File: src/hw/rtl/mpp_pkg.sv
// Types and constants shared by the PMT section parser.
package mpp_pkg;

    // Internal arithmetic width for position and length compares.
    localparam int CW = 14;

    localparam logic [7:0] TABLE_ID_PMT = 8'h02;
    localparam logic [7:0] TAG_CA       = 8'h09;
    localparam logic [7:0] CA_BODY_MIN  = 8'd4;

    localparam logic [7:0] VT_MPEG1     = 8'h01;
    localparam logic [7:0] VT_MPEG2     = 8'h02;
    localparam logic [7:0] VT_MPEG4     = 8'h10;
    localparam logic [7:0] VT_AVC       = 8'h1B;
    localparam logic [7:0] VT_HEVC      = 8'h24;

    // Parse phases
    localparam logic [2:0] PH_HDR   = 3'd0;
    localparam logic [2:0] PH_DTAG  = 3'd1;
    localparam logic [2:0] PH_DLEN  = 3'd2;
    localparam logic [2:0] PH_DBODY = 3'd3;
    localparam logic [2:0] PH_DSKIP = 3'd4;
    localparam logic [2:0] PH_ESH   = 3'd5;
    localparam logic [2:0] PH_EBODY = 3'd6;
    localparam logic [2:0] PH_DONE  = 3'd7;

    // Status codes
    localparam logic [2:0] ST_OK        = 3'd0;
    localparam logic [2:0] ST_SHORT     = 3'd1;
    localparam logic [2:0] ST_BAD_TID   = 3'd2;
    localparam logic [2:0] ST_TRUNC     = 3'd3;
    localparam logic [2:0] ST_PI_OVRRUN = 3'd4;

    typedef struct packed {
        logic [7:0] data_byte;
        logic       last_byte;
    } t_req;

    typedef struct packed {
        logic [2:0]  status;
        logic [15:0] ca_system_id;
        logic [12:0] ecm_stream_pid;
        logic [12:0] video_stream_pid;
    } t_res;

    typedef struct packed {
        logic [15:0] ca_id;
        logic [12:0] ecm_pid;
        logic [12:0] es_vid_pid;
    } t_capture;

    typedef struct packed {
        logic [11:0] section_len;
        logic [11:0] info_len;
        logic [2:0]  phase;
        logic [11:0] remaining;
        logic [39:0] hdr_bytes;
        t_capture    cap;
        logic        tid_bad;
    } t_parse_state;

endpackage

File: src/hw/rtl/mpp_chan_if.sv
// Valid/ready channel interfaces for section bytes and parse results.
interface mpp_req_if;
    logic          valid;
    logic          ready;
    mpp_pkg::t_req payload;

    modport source (output valid, output payload, input ready);
    modport sink   (input valid, input payload, output ready);
endinterface

interface mpp_res_if;
    logic          valid;
    logic          ready;
    mpp_pkg::t_res payload;

    modport source (output valid, output payload, input ready);
    modport sink   (input valid, input payload, output ready);
endinterface

File: src/hw/rtl/mpeg_pmt_section_parser_core.sv
// Top level of the PMT section parser: request register, walker state, result register.
// Takes one PMT section byte per request, starting with the table id, and sustains one
// request per clock while no result blocks it. A byte is registered on acceptance and walked
// through the section from the request register; the request marked last loads the result
// register, so a result is valid once its last byte has been walked. Requests are refused only while
// a last byte waits behind a result that has not been taken. Bytes past MAX_SECTION_BYTES
// are dropped but a last marker on them still closes the section.
module mpeg_pmt_section_parser_core #(
    parameter int MAX_SECTION_BYTES = 4096
) (
    input  logic          i_clk,
    input  logic          i_rst_n,
    mpp_req_if.sink       i_req,
    mpp_res_if.source     o_res
);

    localparam int PW = $clog2(MAX_SECTION_BYTES + 1);

    mpp_pkg::t_req         r_in;
    logic                  r_in_vld;
    logic [PW-1:0]         r_pos;
    mpp_pkg::t_parse_state r_st;
    mpp_pkg::t_parse_state n_st;
    mpp_pkg::t_parse_state st_upd;
    mpp_pkg::t_res         r_out;
    mpp_pkg::t_res         n_out;
    logic                  r_out_vld;
    logic [PW-1:0]         n_pos;
    logic                  in_range;
    logic                  stall;
    logic                  advance;
    logic [mpp_pkg::CW-1:0] pos_ext;

    mpp_parse_step #(.PW(PW)) u_step (
        .i_state (r_st),
        .i_pos   (r_pos),
        .i_byte  (r_in.data_byte),
        .o_state (n_st)
    );

    assign stall       = r_in_vld && r_in.last_byte && r_out_vld && !o_res.ready;
    assign advance     = r_in_vld && !stall;
    assign i_req.ready = !stall;

    assign in_range = r_pos < PW'(MAX_SECTION_BYTES);
    assign n_pos    = in_range ? r_pos + PW'(1) : r_pos;
    assign st_upd   = in_range ? n_st : r_st;
    assign pos_ext  = {{(mpp_pkg::CW-PW){1'b0}}, n_pos};

    always_comb begin
        n_out = '0;
        if (pos_ext < mpp_pkg::CW'(12)) begin
            n_out.status = mpp_pkg::ST_SHORT;
        end else if (st_upd.tid_bad) begin
            n_out.status = mpp_pkg::ST_BAD_TID;
        end else if ({2'b00, st_upd.section_len} + mpp_pkg::CW'(3) > pos_ext) begin
            n_out.status = mpp_pkg::ST_TRUNC;
        end else if ({2'b00, st_upd.info_len} + mpp_pkg::CW'(13) >
                     {2'b00, st_upd.section_len}) begin
            n_out.status = mpp_pkg::ST_PI_OVRRUN;
        end else begin
            n_out.status           = mpp_pkg::ST_OK;
            n_out.ca_system_id     = st_upd.cap.ca_id;
            n_out.ecm_stream_pid   = st_upd.cap.ecm_pid;
            n_out.video_stream_pid = st_upd.cap.es_vid_pid;
        end
    end

    // the all-zero walker state is the header phase
    always_ff @(posedge i_clk) begin
        if (!i_rst_n) begin
            r_in_vld       <= 1'b0;
            r_out_vld      <= 1'b0;
            r_pos          <= '0;
            r_st           <= '0;
        end else begin
            if (i_req.valid && i_req.ready) begin
                r_in_vld <= 1'b1;
            end else if (advance) begin
                r_in_vld <= 1'b0;
            end

            if (advance && r_in.last_byte) begin
                r_out_vld  <= 1'b1;
                r_pos      <= '0;
                r_st       <= '0;
            end else begin
                if (o_res.ready) begin
                    r_out_vld <= 1'b0;
                end
                if (advance) begin
                    r_pos <= n_pos;
                    r_st  <= st_upd;
                end
            end
        end
    end

    always_ff @(posedge i_clk) begin
        if (i_req.valid && i_req.ready) begin
            r_in <= i_req.payload;
        end
        if (advance && r_in.last_byte) begin
            r_out <= n_out;
        end
    end

    assign o_res.valid   = r_out_vld;
    assign o_res.payload = r_out;

    // a new result appears only from a processed last byte
    a_out_src: assert property (@(posedge i_clk) disable iff (!i_rst_n)
        $rose(r_out_vld) |-> $past(advance && r_in.last_byte))
        else $error("result raised without a last byte");

    a_err_zero: assert property (@(posedge i_clk) disable iff (!i_rst_n)
        (o_res.valid && o_res.payload.status != mpp_pkg::ST_OK) |->
        (o_res.payload.ca_system_id == 16'h0000 && o_res.payload.ecm_stream_pid == 13'h0000 &&
         o_res.payload.video_stream_pid == 13'h0000))
        else $error("error result carries captured fields");

    a_pos_max: assert property (@(posedge i_clk) disable iff (!i_rst_n)
        r_pos <= PW'(MAX_SECTION_BYTES))
        else $error("byte position beyond section limit");

    a_ready: assert property (@(posedge i_clk) disable iff (!i_rst_n)
        !i_req.ready |-> (r_in_vld && r_in.last_byte && r_out_vld))
        else $error("request refused without a blocked result");

endmodule

File: src/hw/rtl/mpp_parse_step.sv
// Next-state logic of the PMT walker for one section byte.
module mpp_parse_step #(
    parameter int PW = 13
) (
    input  mpp_pkg::t_parse_state i_state,
    input  logic [PW-1:0]         i_pos,
    input  logic [7:0]            i_byte,
    output mpp_pkg::t_parse_state o_state
);

    // Pick the phase for the byte at position q.
    function automatic mpp_pkg::t_parse_state f_plan(
        input mpp_pkg::t_parse_state s,
        input logic [mpp_pkg::CW-1:0] q,
        input logic [mpp_pkg::CW-1:0] dend
    );
        mpp_pkg::t_parse_state r;
        r = s;
        if (q < dend) begin
            r.phase = (q + mpp_pkg::CW'(2) <= dend) ? mpp_pkg::PH_DTAG : mpp_pkg::PH_DSKIP;
        end else if (q + mpp_pkg::CW'(6) <= {2'b00, s.section_len}) begin
            r.phase     = mpp_pkg::PH_ESH;
            r.remaining = '0;
            r.hdr_bytes = '0;
        end else begin
            r.phase = mpp_pkg::PH_DONE;
        end
        return r;
    endfunction

    function automatic logic f_is_video(input logic [7:0] t);
        return t == mpp_pkg::VT_MPEG1 || t == mpp_pkg::VT_MPEG2 || t == mpp_pkg::VT_MPEG4 ||
               t == mpp_pkg::VT_AVC   || t == mpp_pkg::VT_HEVC;
    endfunction

    logic [mpp_pkg::CW-1:0] p;
    logic [mpp_pkg::CW-1:0] q;
    logic [mpp_pkg::CW-1:0] dend;
    logic [mpp_pkg::CW-1:0] dend_new;
    logic [11:0]            info_new;
    logic [7:0]             want;
    logic [31:0]            low;
    logic [39:0]            shifted;
    logic [11:0]            rem_dec;
    logic [11:0]            rem_inc;
    logic [11:0]            esl;

    always_comb begin
        o_state  = i_state;
        p        = {{(mpp_pkg::CW-PW){1'b0}}, i_pos};
        q        = p + mpp_pkg::CW'(1);
        dend     = mpp_pkg::CW'(12) + {2'b00, i_state.info_len};
        info_new = i_state.info_len | {4'h0, i_byte};
        dend_new = mpp_pkg::CW'(12) + {2'b00, info_new};
        want     = i_state.hdr_bytes[39:32];
        low      = {i_state.hdr_bytes[23:0], i_byte};
        shifted  = {i_state.hdr_bytes[31:0], i_byte};
        rem_dec  = i_state.remaining - 12'd1;
        rem_inc  = i_state.remaining + 12'd1;
        esl      = shifted[11:0];

        case (i_state.phase)
            mpp_pkg::PH_HDR: begin
                if (p == mpp_pkg::CW'(0)) begin
                    o_state.tid_bad = (i_byte != mpp_pkg::TABLE_ID_PMT);
                end else if (p == mpp_pkg::CW'(1)) begin
                    o_state.section_len = {i_byte[3:0], 8'h00};
                end else if (p == mpp_pkg::CW'(2)) begin
                    o_state.section_len = i_state.section_len | {4'h0, i_byte};
                end else if (p == mpp_pkg::CW'(10)) begin
                    o_state.info_len = {i_byte[3:0], 8'h00};
                end else if (p == mpp_pkg::CW'(11)) begin
                    o_state.info_len = info_new;
                    if (dend_new + mpp_pkg::CW'(1) > {2'b00, i_state.section_len}) begin
                        o_state.phase = mpp_pkg::PH_DONE;
                    end else begin
                        o_state = f_plan(o_state, mpp_pkg::CW'(12), dend_new);
                    end
                end
            end
            mpp_pkg::PH_DTAG: begin
                o_state.hdr_bytes = {32'h0, i_byte};
                o_state.phase     = mpp_pkg::PH_DLEN;
            end
            mpp_pkg::PH_DLEN: begin
                if (q + {6'h00, i_byte} > dend) begin
                    // descriptor runs past program info: skip the rest of it
                    if (q < dend) begin
                        o_state.phase = mpp_pkg::PH_DSKIP;
                    end else begin
                        o_state = f_plan(o_state, q, dend);
                    end
                end else begin
                    o_state.hdr_bytes = (i_state.hdr_bytes == {32'h0, mpp_pkg::TAG_CA} &&
                                         i_byte >= mpp_pkg::CA_BODY_MIN) ?
                                        {8'd4, 32'h0} : 40'h0;
                    o_state.remaining = {4'h0, i_byte};
                    if (i_byte == 8'h00) begin
                        o_state = f_plan(o_state, q, dend);
                    end else begin
                        o_state.phase = mpp_pkg::PH_DBODY;
                    end
                end
            end
            mpp_pkg::PH_DBODY: begin
                if (want != 8'h00) begin
                    o_state.hdr_bytes = {want - 8'd1, low};
                    if (want == 8'd1) begin
                        o_state.cap.ca_id   = low[31:16];
                        o_state.cap.ecm_pid = low[12:0];
                    end
                end
                o_state.remaining = rem_dec;
                if (rem_dec == 12'h000) begin
                    o_state = f_plan(o_state, q, dend);
                end
            end
            mpp_pkg::PH_DSKIP: begin
                if (q >= dend) begin
                    o_state = f_plan(o_state, q, dend);
                end
            end
            mpp_pkg::PH_ESH: begin
                o_state.hdr_bytes = shifted;
                o_state.remaining = rem_inc;
                if (rem_inc >= 12'd5) begin
                    if (q + {2'b00, esl} + mpp_pkg::CW'(1) > {2'b00, i_state.section_len}) begin
                        o_state.phase = mpp_pkg::PH_DONE;
                    end else begin
                        // zero PID counts as not found yet
                        if (i_state.cap.es_vid_pid == 13'h0000 && f_is_video(shifted[39:32])) begin
                            o_state.cap.es_vid_pid = shifted[28:16];
                        end
                        o_state.remaining = esl;
                        if (esl == 12'h000) begin
                            o_state = f_plan(o_state, q, dend);
                        end else begin
                            o_state.phase = mpp_pkg::PH_EBODY;
                        end
                    end
                end
            end
            mpp_pkg::PH_EBODY: begin
                o_state.remaining = rem_dec;
                if (rem_dec == 12'h000) begin
                    o_state = f_plan(o_state, q, dend);
                end
            end
            default: begin
                o_state = i_state;
            end
        endcase
    end

endmodule

File: src/flat_wrapper.sv
// flat-port wrapper written by rule: the top's interface ports become plain ports
module mpeg_pmt_section_parser_core_flat 
#(
    parameter int MAX_SECTION_BYTES = 4096
)
  (i_clk, i_rst_n, i_req_valid, i_req_payload, i_req_ready, o_res_valid, o_res_payload, o_res_ready);
  mpp_req_if i_req_i ();
  mpp_res_if o_res_i ();
  input  logic i_clk;
  input  logic i_rst_n;
  input wire logic [$bits(i_req_i.valid)-1:0] i_req_valid;
  input wire logic [$bits(i_req_i.payload)-1:0] i_req_payload;
  output wire logic [$bits(i_req_i.ready)-1:0] i_req_ready;
  output wire logic [$bits(o_res_i.valid)-1:0] o_res_valid;
  output wire logic [$bits(o_res_i.payload)-1:0] o_res_payload;
  input wire logic [$bits(o_res_i.ready)-1:0] o_res_ready;
  assign i_req_i.valid = i_req_valid;
  assign i_req_i.payload = i_req_payload;
  assign i_req_ready = i_req_i.ready;
  assign o_res_valid = o_res_i.valid;
  assign o_res_payload = o_res_i.payload;
  assign o_res_i.ready = o_res_ready;
  mpeg_pmt_section_parser_core #(.MAX_SECTION_BYTES(MAX_SECTION_BYTES)) u_core (.i_clk(i_clk), .i_rst_n(i_rst_n), .i_req(i_req_i), .o_res(o_res_i));
endmodule
File: config.mk
export PLATFORM = sky130hd
export DESIGN_NAME = mpeg_pmt_section_parser_core_flat
export DESIGN_NICKNAME = d
export VERILOG_FILES = /design/src/hw/rtl/mpp_pkg.sv /design/src/hw/rtl/mpp_chan_if.sv /design/src/hw/rtl/mpeg_pmt_section_parser_core.sv /design/src/hw/rtl/mpp_parse_step.sv /design/src/flat_wrapper.sv
export SDC_FILE = /design/constraint.sdc
export NUM_CORES = 1
export LEC_CHECK = 0
export BUFFER_PORTS_ARGS = -buffer_cell sky130_fd_sc_hd__buf_2
export CAP_MARGIN = 30
export CORE_MARGIN = 10
export CORE_UTILIZATION = 45
export CTS_BUF_LIST = sky130_fd_sc_hd__clkbuf_16
export CTS_CLUSTER_DIAMETER = 30
export DETAILED_ROUTE_END_ITERATION = 16
export SYNTH_ARGS = -nofsm -noshare
export SYNTH_HDL_FRONTEND = slang
export SYNTH_SLANG_ARGS = --single-unit
File: constraint.sdc
create_clock -name i_clk -period 9.2 [get_ports i_clk]
set_input_delay 0.92 -clock i_clk [delete_from_list [all_inputs] [get_ports i_clk]]
set_output_delay 0.92 -clock i_clk [all_outputs]
set_load 0.01 [all_outputs]
==> Flow_metrics.wiki <==
{| class="wikitable"
! Metric !! Value
|-
| Count of distinct cell types in the synthesized netlist || 90
|-
| Smallest setup slack after layout || ~2.3 ns
|-
| Most common flop cell mapped by yosys || dfxtp_1
|-
| Register area share after synthesis || between 20 and 30%
|-
| Hold Vio Cnt, Final || 0
|-
| Crit-path max FO || 18
|-
| DP Worst Slack || roughly 2.5 ns
|-
| ANT cells || 0
|-
| Die area || roughly 40000 µm²
|-
| Timing-limited maximum frequency || ~140 MHz
|-
| Number of H-tree levels || 4
|-
| Wire length of the first global-routing pass || roughly 74000 µm
|-
| Number of nets with antenna violations after detailed routing || 0
|-
| Detailed-route wire length || between 40000 and 50000 µm
|-
| WP data required || roughly 9.6 ns
|-
| Logic depth of the worst register-to-register path || 21
|-
| HP Class || flip-flop to flip-flop
|-
| Weighted congestion reported at the end of routability-driven placement || ~1
|-
| Final setup violating endpoints || 0
|-
| Core region area || approximately 32000 µm²
|-
| Number of cells upsized or downsized after cts || 0
|-
| Launch instance of the worst register-to-register path || u_core.r_pos[0]
|-
| DR WL/cell || roughly 22 µm
|-
| PD cells || between 100 and 150 nW/µm²
|-
| GR Util All Layers || between 20% and 30%
|-
| Final-layout worst hold slack || around 0.46 ns
|-
| Instance count of the mapped netlist || 1772
|-
| Slew at the pin closest to its max-slew limit || 1.03 ns
|-
| TritonCTS Buffers || 17
|-
| Clock Skew || slightly below 0.02 ns
|-
| Worst-path clk slew || 0.09 ns
|-
| Largest net degree at the start of global routing || 71
|-
| Total of hold buffers inserted after clock tree synthesis || 0
|-
| Final HPWL from detailed placement || 35100 µm
|-
| Proportion of layout cells with a drive suffix above 1 || around 8.5%
|-
| Later-pin clock latency in the skew report || between 0.4 and 0.5 ns
|-
| Number of vias per cell after detailed routing || 6.19
|-
| Synthesized area per cell || roughly 8.2 µm²
|-
| First-pass iteration count of the detailed router || 6
|-
| Worst R2R Setup Slack || between 2 and 2.5 ns
|-
| Register bit total from synthesis || 191
|-
| Initial drt markers || between 1000 and 1500
|-
| Total I/O pin count || 60
|-
| Synthesis-to-finish area growth || 8.31%
|-
| Worst Setup Path Type || flip-flop to flip-flop
|-
| CTS Buffer Depth || 2
|-
| CTS tree || done
|-
| Placement row count || 65
|-
| Slew headroom || 30.7%
|-
| Setup repair after global routing missed its margin || no
|-
| Number of max-slew violations in the final report || 0
|-
| Summed instance area of the synthesized netlist || 14600 µm²
|-
| Number of warning messages in the yosys log || 0
|-
| Final core occ || between 40% and 50%
|-
| Number of enable-type register cells in the synthesized netlist || 54
|-
| Worst voltage drop across the vdd grid || approximately 0.12 mV
|-
| Worst hold path depth || 2
|-
| Post-CTS setup-driven buffer insertion count || 0
|-
| Share of flip-flops with an asynchronous set or reset || 0%
|-
| Arrival time at the worst endpoint || between 7 and 8 ns
|-
| Number of nets produced by synthesis || roughly 1900
|-
| Startpoint of the tightest hold check path || u_core.r_st[20]
|-
| Final critical-path share of the clock period || between 70% and 80%
|-
| Effective utilization at floorplan || 45.9%
|-
| Power after layout || ~0.0019 W
|-
| Number of clock sinks || 191
|-
| Remaining Overflow, GRT || 0
|-
| Worst flop-to-flop path endpoint || u_core.r_st[86]
|-
| Via count of the first global-routing pass || about 13000
|-
| Total Nets Final || between 1500 and 2000
|-
| Max-cap viol count || 0
|-
| Startpoint class of the critical path || flip-flop
|-
| Post-route DRC violation count || 0
|-
| Critical path endpoint category || flip-flop
|-
| Hold-critical path endpoint || u_core.r_st[20]
|-
| Leakage dissipation || approximately 6 nW
|-
| Clock period minus worst slack || approximately 6.9 ns
|-
| Antenna violations before repair || 0
|-
| Result of the run || complete, no violations
|-
| Clock root cell || clkbuf_16
|-
| Launching element of the worst setup path || u_core.r_pos[0]
|-
| Via count || ~14000
|-
| Die H || ~200 µm
|-
| Die boundary width || between 150 and 200 µm
|-
| IO Port Bufs || between 50 and 60
|-
| TNS Setup || 0 ns
|}
-- layer usage --
| metal | wire length (µm) | up-vias | part of all wire [%] | global-route usage [%] |
|---|---|---|---|---|
| met2 | 19800 | 564 | 42 | 33.8 |
| met4 | 1220 | 0 | 2.6 | 7.96 |
| met3 | 3890 | 75 | 8.2 | 3.60 |
| met1 | 22500 | 6392 | 47 | 35.1 |
| li1 | - | 6503 | - | - |
| met5 | 0 | - | 0 | 0 |
-- state kept, by name (all words and copies together) (netlist names) --
| name | cells |
|---|---|
| u_core.r_in | 9 |
| u_core.o_res.valid | 1 |
| u_core.o_res.payload | 45 |
| u_core.r_st | 122 |
| u_core.r_in_vld | 1 |
| u_core.r_pos | 13 |
-- worst max path at each step --
stage | end | slack (ns) | cells after the start
6_report | u_core.r_st[86] | 2.27 | 21
5_1_grt | u_core.r_st[83] | 1.82 | 21
3_3_place_gp | u_core.o_res.payload[0] | 2.46 | 22
2_1_floorplan | u_core.r_st[55] | 3.67 | 25
3_5_place_dp | u_core.r_st[86] | 2.53 | 21
4_1_cts | u_core.o_res.payload[1] | 2.51 | 23
-- per-stage QoR --
stage | area [µm²] | cells
after floorplan | 14600 | 1772
after global placement | 15200 | 2155
after detailed placement | 15200 | 2156
after CTS | 15800 | 2188
after global routing | 15800 | 2188
final | 15800 | 2188
-- cell usage in the layout (no fill, tap or decap), types with 45 or more instances in the layout --
master and instances:
xnor2_1 76, dfxtp_1 137, nand3_1 61, edfxtp_1 54, a21oi_1 130, nor3_1 91, nand2_1 173, ha_1 131
buf_2 59, nor2_1 156, mux2i_1 45, o21ai_0 52, inv_1 73
-- synthesized netlist by cell type (all sizes together), types with 7 or more instances --
master / count / share of area (%)
and4: 7 / 0.42
and2: 14 / 0.60
buf: 33 / 1.1
nor3: 92 / 3.2
nand4: 30 / 1.3
or2: 9 / 0.39
a221oi: 7 / 0.42
a21oi: 131 / 4.5
edfxtp: 54 / 11
nand3: 62 / 2.1
o21a: 14 / 0.72
xnor2: 77 / 4.7
xor2: 43 / 2.6
o21ai: 54 / 1.9
a31oi: 31 / 1.4
mux2i: 45 / 3.1
and3: 15 / 0.64
clkbuf: 69 / 1.8
nand2b: 14 / 0.60
a211oi: 22 / 1.2
o22ai: 11 / 0.47
or3: 9 / 0.39
ha: 131 / 11
o2111ai: 7 / 0.42
o21bai: 7 / 0.36
nor4: 35 / 1.7
dfxtp: 137 / 19
nand3b: 9 / 0.46
nor2: 158 / 4.1
nand2: 173 / 4.5
a22oi: 7 / 0.36
nor2b: 16 / 0.69
inv: 73 / 1.9
a21o: 24 / 1.2
or4: 8 / 0.44
a211o: 9 / 0.54
a22o: 32 / 1.9
o211ai: 15 / 0.77
-- critical path: stages (launching register included) --
cell and delay (ns):
dfxtp_1 0.59, ha_1 0.45, and4_1 0.37, nand2_1 0.14
xnor2_1 0.54, ha_1 0.37, and4_1 0.24, a21boi_0 0.31
o21a_1 0.23, nor2_1 0.05, nor2_1 0.13, nand2_1 0.08
xnor2_1 0.17, ha_1 0.34, nand3_1 0.10, o41ai_1 0.45
o22a_1 0.22, a31oi_1 0.21, a211oi_4 0.41, nor4b_4 0.88
o21ai_0 0.32, o221ai_1 0.26
-- cell families after synthesis --
| logic type | share of synthesized area, % |
|---|---|
| AND/OR/NAND/NOR | 23.5 |
| multiplexers | 3.17 |
| XOR/XNOR | 7.27 |
| adder cells (fa/ha/maj) | 11.6 |
| AO/OA/AOI/OAI | 19.8 |
| buffers and inverters | 4.75 |
| flip-flops | 30.0 |
-- report_power, final --
group	total, W	switching [W]	internal [W]
Sequential	0.000886	0.0000118	0.000874
Combinational	0.000263	0.000173	0.0000906
Clock	0.000749	0.000384	0.000365
-- area by class of cell --
type	count	area, µm²
fillers	3077	15900
multi-input cells	1406	9560
flip-flops and latches	191	4360
well taps	402	503
repair buffers	84	487
clock buffers	17	425
inverters	73	274
clock inverters	15	166
Note: power is estimated with default switching activity, not from simulation.
